## src/uer_pkg.sv

```systemverilog
// package for the ultrasonic echo ranger: phase type, register map,
// reset values and status codes; no dependencies
`timescale 1ns / 1ps

package uer_pkg;

   // counter width default
   localparam int CounterBitsDefault = 16;

   // register field widths
   localparam int TrigBits    = 8;
   localparam int TimeoutBits = 20;
   localparam int ScaleBits   = 20;
   localparam int DistBits    = 18;
   localparam int ScaleShift  = 16;

   // configuration port
   localparam int AddrBits = 5;
   localparam int DataBits = 32;
   localparam int IndexBits = 3;

   typedef enum logic [IndexBits-1:0] {
      REG_TRIGGER_TICKS = 3'd0,
      REG_TIMEOUT_TICKS = 3'd1,
      REG_SCALE_Q16     = 3'd2,
      REG_MIN_DISTANCE  = 3'd3,
      REG_MAX_DISTANCE  = 3'd4
   } reg_index_type;

   // reset values of the registers
   localparam logic [TrigBits-1:0]    TriggerTicksReset = 8'd10;
   localparam logic [TimeoutBits-1:0] TimeoutTicksReset = 20'd100000;
   localparam logic [ScaleBits-1:0]   ScaleQ16Reset     = 20'd285213;
   localparam logic [DistBits-1:0]    MinDistanceReset  = 18'd512;
   localparam logic [DistBits-1:0]    MaxDistanceReset  = 18'd102400;

   // saturation limits
   localparam logic [TimeoutBits-1:0] ElapsedMax = '1;
   localparam logic [DistBits-1:0]    DistMax    = '1;
   localparam logic [TrigBits-1:0]    TrigCountMax = '1;

   // status codes
   typedef enum logic [1:0] {
      STATUS_OK        = 2'd0,
      STATUS_TIMEOUT   = 2'd1,
      STATUS_OUT_RANGE = 2'd2
   } status_type;

   // measurement phase, one-hot
   typedef enum logic [3:0] {
      PH_IDLE = 4'b0001,
      PH_TRIG = 4'b0010,
      PH_RISE = 4'b0100,
      PH_FALL = 4'b1000
   } phase_type;

endpackage

```

## src/ultrasonic_echo_ranger.sv

```systemverilog
// ultrasonic echo ranger: one tick transaction in, one result transaction out
// path: input register, combinational tick update and multiply, then result register
// throughput: one transaction per cycle while rsp_stall does not hold the result stage
// reset: synchronous, active high; phase idle, counters and captures zero,
// registers at their reset values, both stages empty
// depends on uer_pkg
`timescale 1ns / 1ps

module ultrasonic_echo_ranger #(
   parameter int COUNTER_BITS = uer_pkg::CounterBitsDefault
) (
   input  logic                          clock,
   input  logic                          reset,
   // tick channel
   input  logic                          req_valid,
   output logic                          req_stall,
   input  logic                          req_cmd,
   input  logic                          req_echo_level,
   // result channel
   output logic                          rsp_valid,
   input  logic                          rsp_stall,
   output logic                          rsp_trig_level,
   output logic                          rsp_busy_res,
   output logic                          rsp_done_res,
   output logic [1:0]                    rsp_status,
   output logic [uer_pkg::DistBits-1:0]  rsp_distance_q8,
   // configuration port
   input  logic                          csr_psel,
   input  logic                          csr_penable,
   input  logic                          csr_pwrite,
   input  logic [uer_pkg::AddrBits-1:0]  csr_paddr,
   input  logic [uer_pkg::DataBits-1:0]  csr_pwdata,
   output logic [uer_pkg::DataBits-1:0]  csr_prdata,
   output logic                          csr_pready
);

   localparam int ProdBits  = COUNTER_BITS + uer_pkg::ScaleBits;
   localparam int ShiftBits = ProdBits - uer_pkg::ScaleShift;
   localparam int CmpBits   = (ShiftBits > uer_pkg::DistBits) ? ShiftBits : uer_pkg::DistBits;

   // configuration registers
   logic [uer_pkg::TrigBits-1:0]    trigger_ticks_ff;
   logic [uer_pkg::TimeoutBits-1:0] timeout_ticks_ff;
   logic [uer_pkg::ScaleBits-1:0]   scale_q16_ff;
   logic [uer_pkg::DistBits-1:0]    min_distance_ff;
   logic [uer_pkg::DistBits-1:0]    max_distance_ff;
   logic                            csr_write;
   logic [uer_pkg::IndexBits-1:0]   csr_index;

   // input stage
   logic in_valid_ff, in_valid_in;
   logic in_cmd_ff, in_echo_ff;
   logic in_load, out_free, advance;

   // measurement state
   uer_pkg::phase_type              phase_ff, phase_in;
   logic [COUNTER_BITS-1:0]         free_counter_ff, free_counter_in;
   logic [COUNTER_BITS-1:0]         rise_capture_ff, rise_capture_in;
   logic [uer_pkg::TrigBits-1:0]    trigger_count_ff, trigger_count_in;
   logic [uer_pkg::TimeoutBits-1:0] elapsed_ff, elapsed_in;
   logic                            last_echo_ff;

   // result stage
   logic                            rsp_valid_ff, rsp_valid_in;
   logic                            trig_ff, busy_ff, done_ff;
   logic [1:0]                      status_ff;
   logic [uer_pkg::DistBits-1:0]    dist_ff;

   // per-tick working values
   logic                            start, rise, fall;
   uer_pkg::phase_type              phase_start;
   logic [uer_pkg::TrigBits-1:0]    trig_count_start;
   logic [uer_pkg::TimeoutBits-1:0] elapsed_start;
   logic [COUNTER_BITS-1:0]         echo_width;
   logic [ProdBits-1:0]             product;
   logic [CmpBits-1:0]              dist_wide;
   logic [uer_pkg::DistBits-1:0]    dist_sat;
   logic                            trig_c, done_c;
   logic [1:0]                      status_c;
   logic [uer_pkg::DistBits-1:0]    dist_c;

   // configuration write and read-back
   assign csr_pready = 1'b1;
   assign csr_write  = csr_psel && csr_penable && csr_pwrite;
   assign csr_index  = csr_paddr[uer_pkg::AddrBits-1:2];

   always_ff @(posedge clock) begin
      if (reset) begin
         trigger_ticks_ff <= uer_pkg::TriggerTicksReset;
         timeout_ticks_ff <= uer_pkg::TimeoutTicksReset;
         scale_q16_ff     <= uer_pkg::ScaleQ16Reset;
         min_distance_ff  <= uer_pkg::MinDistanceReset;
         max_distance_ff  <= uer_pkg::MaxDistanceReset;
      end else if (csr_write) begin
         unique case (csr_index)
            uer_pkg::REG_TRIGGER_TICKS: trigger_ticks_ff <= csr_pwdata[uer_pkg::TrigBits-1:0];
            uer_pkg::REG_TIMEOUT_TICKS: timeout_ticks_ff <= csr_pwdata[uer_pkg::TimeoutBits-1:0];
            uer_pkg::REG_SCALE_Q16:     scale_q16_ff     <= csr_pwdata[uer_pkg::ScaleBits-1:0];
            uer_pkg::REG_MIN_DISTANCE:  min_distance_ff  <= csr_pwdata[uer_pkg::DistBits-1:0];
            uer_pkg::REG_MAX_DISTANCE:  max_distance_ff  <= csr_pwdata[uer_pkg::DistBits-1:0];
            default: ;
         endcase
      end
   end

   always_comb begin
      unique case (csr_index)
         uer_pkg::REG_TRIGGER_TICKS: csr_prdata = uer_pkg::DataBits'(trigger_ticks_ff);
         uer_pkg::REG_TIMEOUT_TICKS: csr_prdata = uer_pkg::DataBits'(timeout_ticks_ff);
         uer_pkg::REG_SCALE_Q16:     csr_prdata = uer_pkg::DataBits'(scale_q16_ff);
         uer_pkg::REG_MIN_DISTANCE:  csr_prdata = uer_pkg::DataBits'(min_distance_ff);
         uer_pkg::REG_MAX_DISTANCE:  csr_prdata = uer_pkg::DataBits'(max_distance_ff);
         default:                    csr_prdata = '0;
      endcase
   end

   // handshake between the two stages
   assign out_free    = !rsp_valid_ff || !rsp_stall;
   assign advance     = in_valid_ff && out_free;
   assign in_load     = !in_valid_ff || out_free;
   assign req_stall   = !in_load;
   assign in_valid_in = in_load ? req_valid : in_valid_ff;
   assign rsp_valid_in = out_free ? in_valid_ff : rsp_valid_ff;

   // input register
   always_ff @(posedge clock) begin
      if (reset) begin
         in_valid_ff <= 1'b0;
      end else begin
         in_valid_ff <= in_valid_in;
      end
   end

   always_ff @(posedge clock) begin
      if (in_load && req_valid) begin
         in_cmd_ff  <= req_cmd;
         in_echo_ff <= req_echo_level;
      end
   end

   // echo edges against the previous tick
   assign rise = in_echo_ff && !last_echo_ff;
   assign fall = !in_echo_ff && last_echo_ff;

   // start request only from idle
   assign start            = (phase_ff == uer_pkg::PH_IDLE) && in_cmd_ff;
   assign phase_start      = start ? uer_pkg::PH_TRIG : phase_ff;
   assign trig_count_start = start ? '0 : trigger_count_ff;
   assign elapsed_start    = start ? '0 : elapsed_ff;

   // echo width, scaling and saturation
   assign echo_width = free_counter_ff - rise_capture_ff;
   assign product    = ProdBits'(echo_width) * ProdBits'(scale_q16_ff);
   assign dist_wide  = CmpBits'(product[ProdBits-1:uer_pkg::ScaleShift]);
   assign dist_sat   = (dist_wide > CmpBits'(uer_pkg::DistMax)) ? uer_pkg::DistMax
                                                               : dist_wide[uer_pkg::DistBits-1:0];

   // phase sequencing for one tick
   always_comb begin
      phase_in         = phase_start;
      trigger_count_in = trig_count_start;
      elapsed_in       = elapsed_start;
      rise_capture_in  = rise_capture_ff;
      free_counter_in  = free_counter_ff + COUNTER_BITS'(1);
      trig_c           = 1'b0;
      done_c           = 1'b0;
      status_c         = uer_pkg::STATUS_OK;
      dist_c           = '0;

      if (phase_start != uer_pkg::PH_IDLE) begin
         if (elapsed_start < uer_pkg::ElapsedMax) begin
            elapsed_in = elapsed_start + uer_pkg::TimeoutBits'(1);
         end

         unique case (phase_start)
            uer_pkg::PH_TRIG: begin
               trig_c = 1'b1;
               if (trig_count_start < uer_pkg::TrigCountMax) begin
                  trigger_count_in = trig_count_start + uer_pkg::TrigBits'(1);
               end
               if (trigger_count_in >= trigger_ticks_ff) begin
                  phase_in = uer_pkg::PH_RISE;
               end
            end
            uer_pkg::PH_RISE: begin
               if (rise) begin
                  rise_capture_in = free_counter_ff;
                  phase_in        = uer_pkg::PH_FALL;
               end
            end
            uer_pkg::PH_FALL: begin
               if (fall) begin
                  done_c   = 1'b1;
                  phase_in = uer_pkg::PH_IDLE;
                  if (dist_sat < min_distance_ff || dist_sat > max_distance_ff) begin
                     status_c = uer_pkg::STATUS_OUT_RANGE;
                  end else begin
                     dist_c = dist_sat;
                  end
               end
            end
            default: ;
         endcase

         // timeout after edge handling
         if (!done_c && elapsed_in >= timeout_ticks_ff) begin
            done_c   = 1'b1;
            status_c = uer_pkg::STATUS_TIMEOUT;
            dist_c   = '0;
            trig_c   = 1'b0;
            phase_in = uer_pkg::PH_IDLE;
         end
      end
   end

   // measurement state, updated once per transaction
   always_ff @(posedge clock) begin
      if (reset) begin
         phase_ff         <= uer_pkg::PH_IDLE;
         free_counter_ff  <= '0;
         rise_capture_ff  <= '0;
         trigger_count_ff <= '0;
         elapsed_ff       <= '0;
         last_echo_ff     <= 1'b0;
      end else if (advance) begin
         phase_ff         <= phase_in;
         free_counter_ff  <= free_counter_in;
         rise_capture_ff  <= rise_capture_in;
         trigger_count_ff <= trigger_count_in;
         elapsed_ff       <= elapsed_in;
         last_echo_ff     <= in_echo_ff;
      end
   end

   // result register
   always_ff @(posedge clock) begin
      if (reset) begin
         rsp_valid_ff <= 1'b0;
      end else begin
         rsp_valid_ff <= rsp_valid_in;
      end
   end

   always_ff @(posedge clock) begin
      if (advance) begin
         trig_ff   <= trig_c;
         busy_ff   <= (phase_in != uer_pkg::PH_IDLE);
         done_ff   <= done_c;
         status_ff <= status_c;
         dist_ff   <= dist_c;
      end
   end

   assign rsp_valid       = rsp_valid_ff;
   assign rsp_trig_level  = trig_ff;
   assign rsp_busy_res    = busy_ff;
   assign rsp_done_res    = done_ff;
   assign rsp_status      = status_ff;
   assign rsp_distance_q8 = dist_ff;

endmodule

```

## config.mk

```make
export PLATFORM = sky130hd
export DESIGN_NAME = ultrasonic_echo_ranger
export DESIGN_NICKNAME = d
export VERILOG_FILES = /design/src/uer_pkg.sv /design/src/ultrasonic_echo_ranger.sv
export SDC_FILE = /design/constraint.sdc
export NUM_CORES = 1
export LEC_CHECK = 0
export BUFFER_PORTS_ARGS = -buffer_cell sky130_fd_sc_hd__buf_2
export CAP_MARGIN = 10
export CORE_AREA = 2 2 174 176
export CTS_BUF_LIST = sky130_fd_sc_hd__clkbuf_2
export CTS_CLUSTER_SIZE = 14
export DETAILED_ROUTE_END_ITERATION = 16
export DIE_AREA = 0 0 176 178
export MAX_ROUTING_LAYER = met4
export PLACE_DENSITY = 0.89
export SETUP_SLACK_MARGIN = 0.5
export SLEW_MARGIN = 30
export SYNTH_ARGS = -nofsm -noshare
export SYNTH_HDL_FRONTEND = slang
export SYNTH_SLANG_ARGS = --single-unit
```

## constraint.sdc

```tcl
create_clock -name clock -period 33.1 [get_ports clock]
set_input_delay 9.93 -clock clock [delete_from_list [all_inputs] [get_ports clock]]
set_output_delay 9.93 -clock clock [all_outputs]
set_load 0.05 [all_outputs]
```

==> results.txt <==
----------------------------------------------------
[Clock tree]
  Clock transition at the registers of the reported paths ... approximately 0.3 ns
  CTS tree ... built
  Total number of H-tree levels ... 4
  Num CTS Buffers ... 17
  Post-CTS setup-driven buffer insertion count ... 0
  Root Driver ... clkbuf_2
  Number of buffers between clock root and the deepest sink ... 2
  Post-cts repair resize count ... 0
  Skew-Pair Late Insertion Delay ... ~0.84 ns
  Number of sinks driven by the clock tree ... 176
  Hold buffers post-CTS ... 0

[Global routing]
  Via count of the first global-routing pass ... between 15,000 and 20,000
  GR Overflow Total ... 0
  Maximum number of pins on one net before global-route repair ... 83
  Overall global routing resource usage ... 0.357
  Antenna violations before repair ... 1
  Wire length of the first global-routing pass ... roughly 86,000 µm

[Place]
  Weighted congestion reported at the end of routability-driven placement ... about 0.97
  Total half-perimeter wirelength after legalization and detailed placement ... between 40,000 and 50,000 µm
  # port buffers ... 76
  Post-placement cell area ... between 20,000 and 25,000 µm²
  Number of placed instances with taps included ... 2,846

[Floorplanning]
  Row count ... 63
  Die height ... 178 µm
  Die X ... between 150 and 200 µm
  Number of top-level pins ... around 100
  Placeable core region ... 29,400 µm²
  Overall die area ... about 31,000 µm²
  Initial Util ... 0.695

[Run]
  # Max-Cap Violations ... 0

[Pwr]
  Overall power after layout ... roughly 0.00046 W
  Peak supply drop ... ~0.04 mV
  LEAKAGE ... 10.3 nW
  PD cells ... roughly 22 nW/µm²

[Status]
  Outcome ... finished, final reports clean

[Layout]
  Net count reported at finish ... about 3,000
  Area overhead of the layout relative to synthesis ... 3.87%
  Share of final-layout standard cells stronger than drive strength 1 ... 0.0683
  Finished Layout Cells ... between 2,000 and 3,000
  Final cell area excluding filler cells ... 21,200 µm²

[Logic synthesis]
  Part of the Yosys area used for sequential elements ... 0.185
  Register bit count reported by yosys ... around 180
  Count of cell types in the netlist ... 70
  Average footprint of a synthesized cell ... 8.23 µm²
  Number of synthesis warnings ... 0
  Cell area after synthesis ... approximately 20,000 µm²
  Most common flop cell mapped by yosys ... dfxtp_1
  Number of cells produced by synthesis ... approximately 2,500
  Share of synthesized flip-flops with an asynchronous set or reset ... 0
  Number of enable flip-flop cells after synthesis ... 25

[Worst setup path]
  Delay of the slowest cell on the worst path ... roughly 0.76 ns
  Most frequent CP cell ... buf_2
  Cell with the biggest individual delay on the critical path ... nor2b_2
  Crit path cell chain ... buf_2 > nor2b_2 > a21oi_1 > o22ai_1 > buf_2
  Critical path launch point type ... input port
  Critical path type ... in -> out
  Data arrival, critical path ... roughly 12 ns
  Required time of the critical path ... 23.17 ns
  Crit end category ... primary output
  Max Fanout on Critical Path ... 33

[Detailed routing]
  Number of design-rule violations left by the first detailed-router iteration ... around 1,700
  Routed Wire Length ... 52,400 µm
  DRC violation count after routing ... 0
  Ratio of routed vias to standard cells ... 6.00
  Number of nets with antenna violations after routing ... 0
  TritonRoute pass-1 iters ... 7
  Detailed-route wire length per cell ... 18.2 µm
  Routed vias ... 17,300

[Timing]
  Number of pins exceeding their max-slew limit in the final report ... 0
  Transition time at the pin with the least slew margin ... roughly 1.0 ns
  Accumulated negative setup slack ... 0 ns
  Slew headroom ... 0.326
  Period minus WS final ... approximately 22 ns
  Final setup violation count ... 0
  Hold violation total from the final report ... 0
  Highest clock rate ... ~0.045 GHz
  Portion of the clock cycle consumed by the worst path in the final layout ... 0.666
  Skew final ... roughly 0.044 ns
  RSZ-0062 raised after global routing ... false

[Min path]
  Path category of the worst min-delay check ... reg -> reg

----------------------------------------------------
-- worst max-delay path: cells and delay by family --
| family | cells | cell delay (ns) |
|---|---|---|
| AO/OA/AOI/OAI | 2 | 0.48 |
| AND/OR/NAND/NOR | 1 | 0.76 |
| buffers and inverters | 2 | 0.95 |
-- final cells by class --
| cell class | count | area (µm²) |
|---|---|---|
| fillers | 2144 | 8170 |
| flip-flops and latches | 176 | 3770 |
| multi-input cells | 1790 | 14700 |
| repair buffers | 104 | 593 |
| diodes | 2 | 5.00 |
| clock buffers | 17 | 85.1 |
| clock inverters | 15 | 183 |
| inverters | 386 | 1450 |
| well taps | 390 | 488 |
-- cells in the final DEF, fill, tap and decap left out, types with 42 or more instances in the layout --
master,n
a21oi_1,157
and2_1,107
buf_2,75
dfxtp_1,151
fa_1,250
ha_1,187
inv_1,386
nand2_1,453
nand3_1,46
nor2_1,123
o21ai_0,42
-- cell usage after synthesis, types with 9 or more instances --
cell      instances  share of area
ha_1            187           0.11
a211o_1          11         0.0047
xnor2_1          38          0.016
a22oi_1          16         0.0059
buf_4            13         0.0048
nand3b_1         11         0.0040
a21o_1           27         0.0099
edfxtp_1         25          0.037
a21oi_1         157          0.038
nor2b_1          27         0.0083
clkbuf_1        122          0.022
and3_1           19         0.0058
a31oi_1          10         0.0031
nand2b_1         22         0.0067
o22ai_1          18         0.0055
nand2_1         453          0.083
nor3b_1           9         0.0033
mux2i_1          36          0.018
nand3_1          46          0.011
nor2_1          125          0.023
xor2_1           31          0.013
and2_1          107          0.033
fa_1            250           0.24
inv_1           386          0.071
nand4_1          20         0.0061
nor3b_2           9         0.0055
dfxtp_1         151           0.15
nor3_1           23         0.0056
o21ai_0          42          0.010
-- state kept, by name, summed over array words and instances, names as in the netlist, 4 cells and up --
name / count
rsp_distance_q8: 18
min_distance_ff: 18
trigger_ticks_ff: 8
phase_ff: 4
timeout_ticks_ff: 20
trigger_count_ff: 8
elapsed_ff: 20
free_counter_ff: 16
scale_q16_ff: 20
max_distance_ff: 18
rise_capture_ff: 16
-- cell families after synthesis --
group,synth area share
and+or+nand+nor,0.209
buffers and inverters,0.101
adders and majority gates,0.359
AOI/OAI and AO/OA,0.0984
DFF,0.185
xor gates and xnor gates,0.0296
muxes,0.0182
other,0.000367
-- layer usage --
metal | up-vias | share of wire | global-route usage
met1 | 8350 | 0.38 | 0.426
li1 | 7829 | - | -
met5 | - | 0 | -
met4 | 0 | 0.048 | 0.166
met2 | 902 | 0.49 | 0.606
met3 | 206 | 0.083 | 0.0456
-- worst paths after layout --
path                           start                 end  slack, ns  depth (start not counted)
setup / recovery        csr_paddr[3]       csr_prdata[3]      11.05                          5
hold / removal    rise_capture_ff[5]  rise_capture_ff[5]       0.47                          2
setup reg to reg  free_counter_ff[0]  rsp_distance_q8[6]      20.56                         46
hold reg to reg   rise_capture_ff[5]  rise_capture_ff[5]       0.47                          2
-- power breakdown --
group	switching (W)	total, W	internal (W)
combinational	0.0000769	0.000115	0.0000382
sequential	0.00000328	0.000224	0.000221
clock	0.0000930	0.000121	0.0000276
total	0.000173	0.000459	0.000286
-- per-stage QoR --
step / util / setup slack, ns / hold WS [ns]
after floorplan: - / 11.54 / 0.432
after CTS: 0.722 / 11.12 / 0.472
after global routing: 0.722 / 10.93 / 0.485
final: 0.722 / 11.05 / 0.469
after detailed placement: 0.713 / 11.11 / 0.444
after global placement: 0.713 / 10.81 / 0.438
Note: power is estimated with default switching activity, not from simulation.
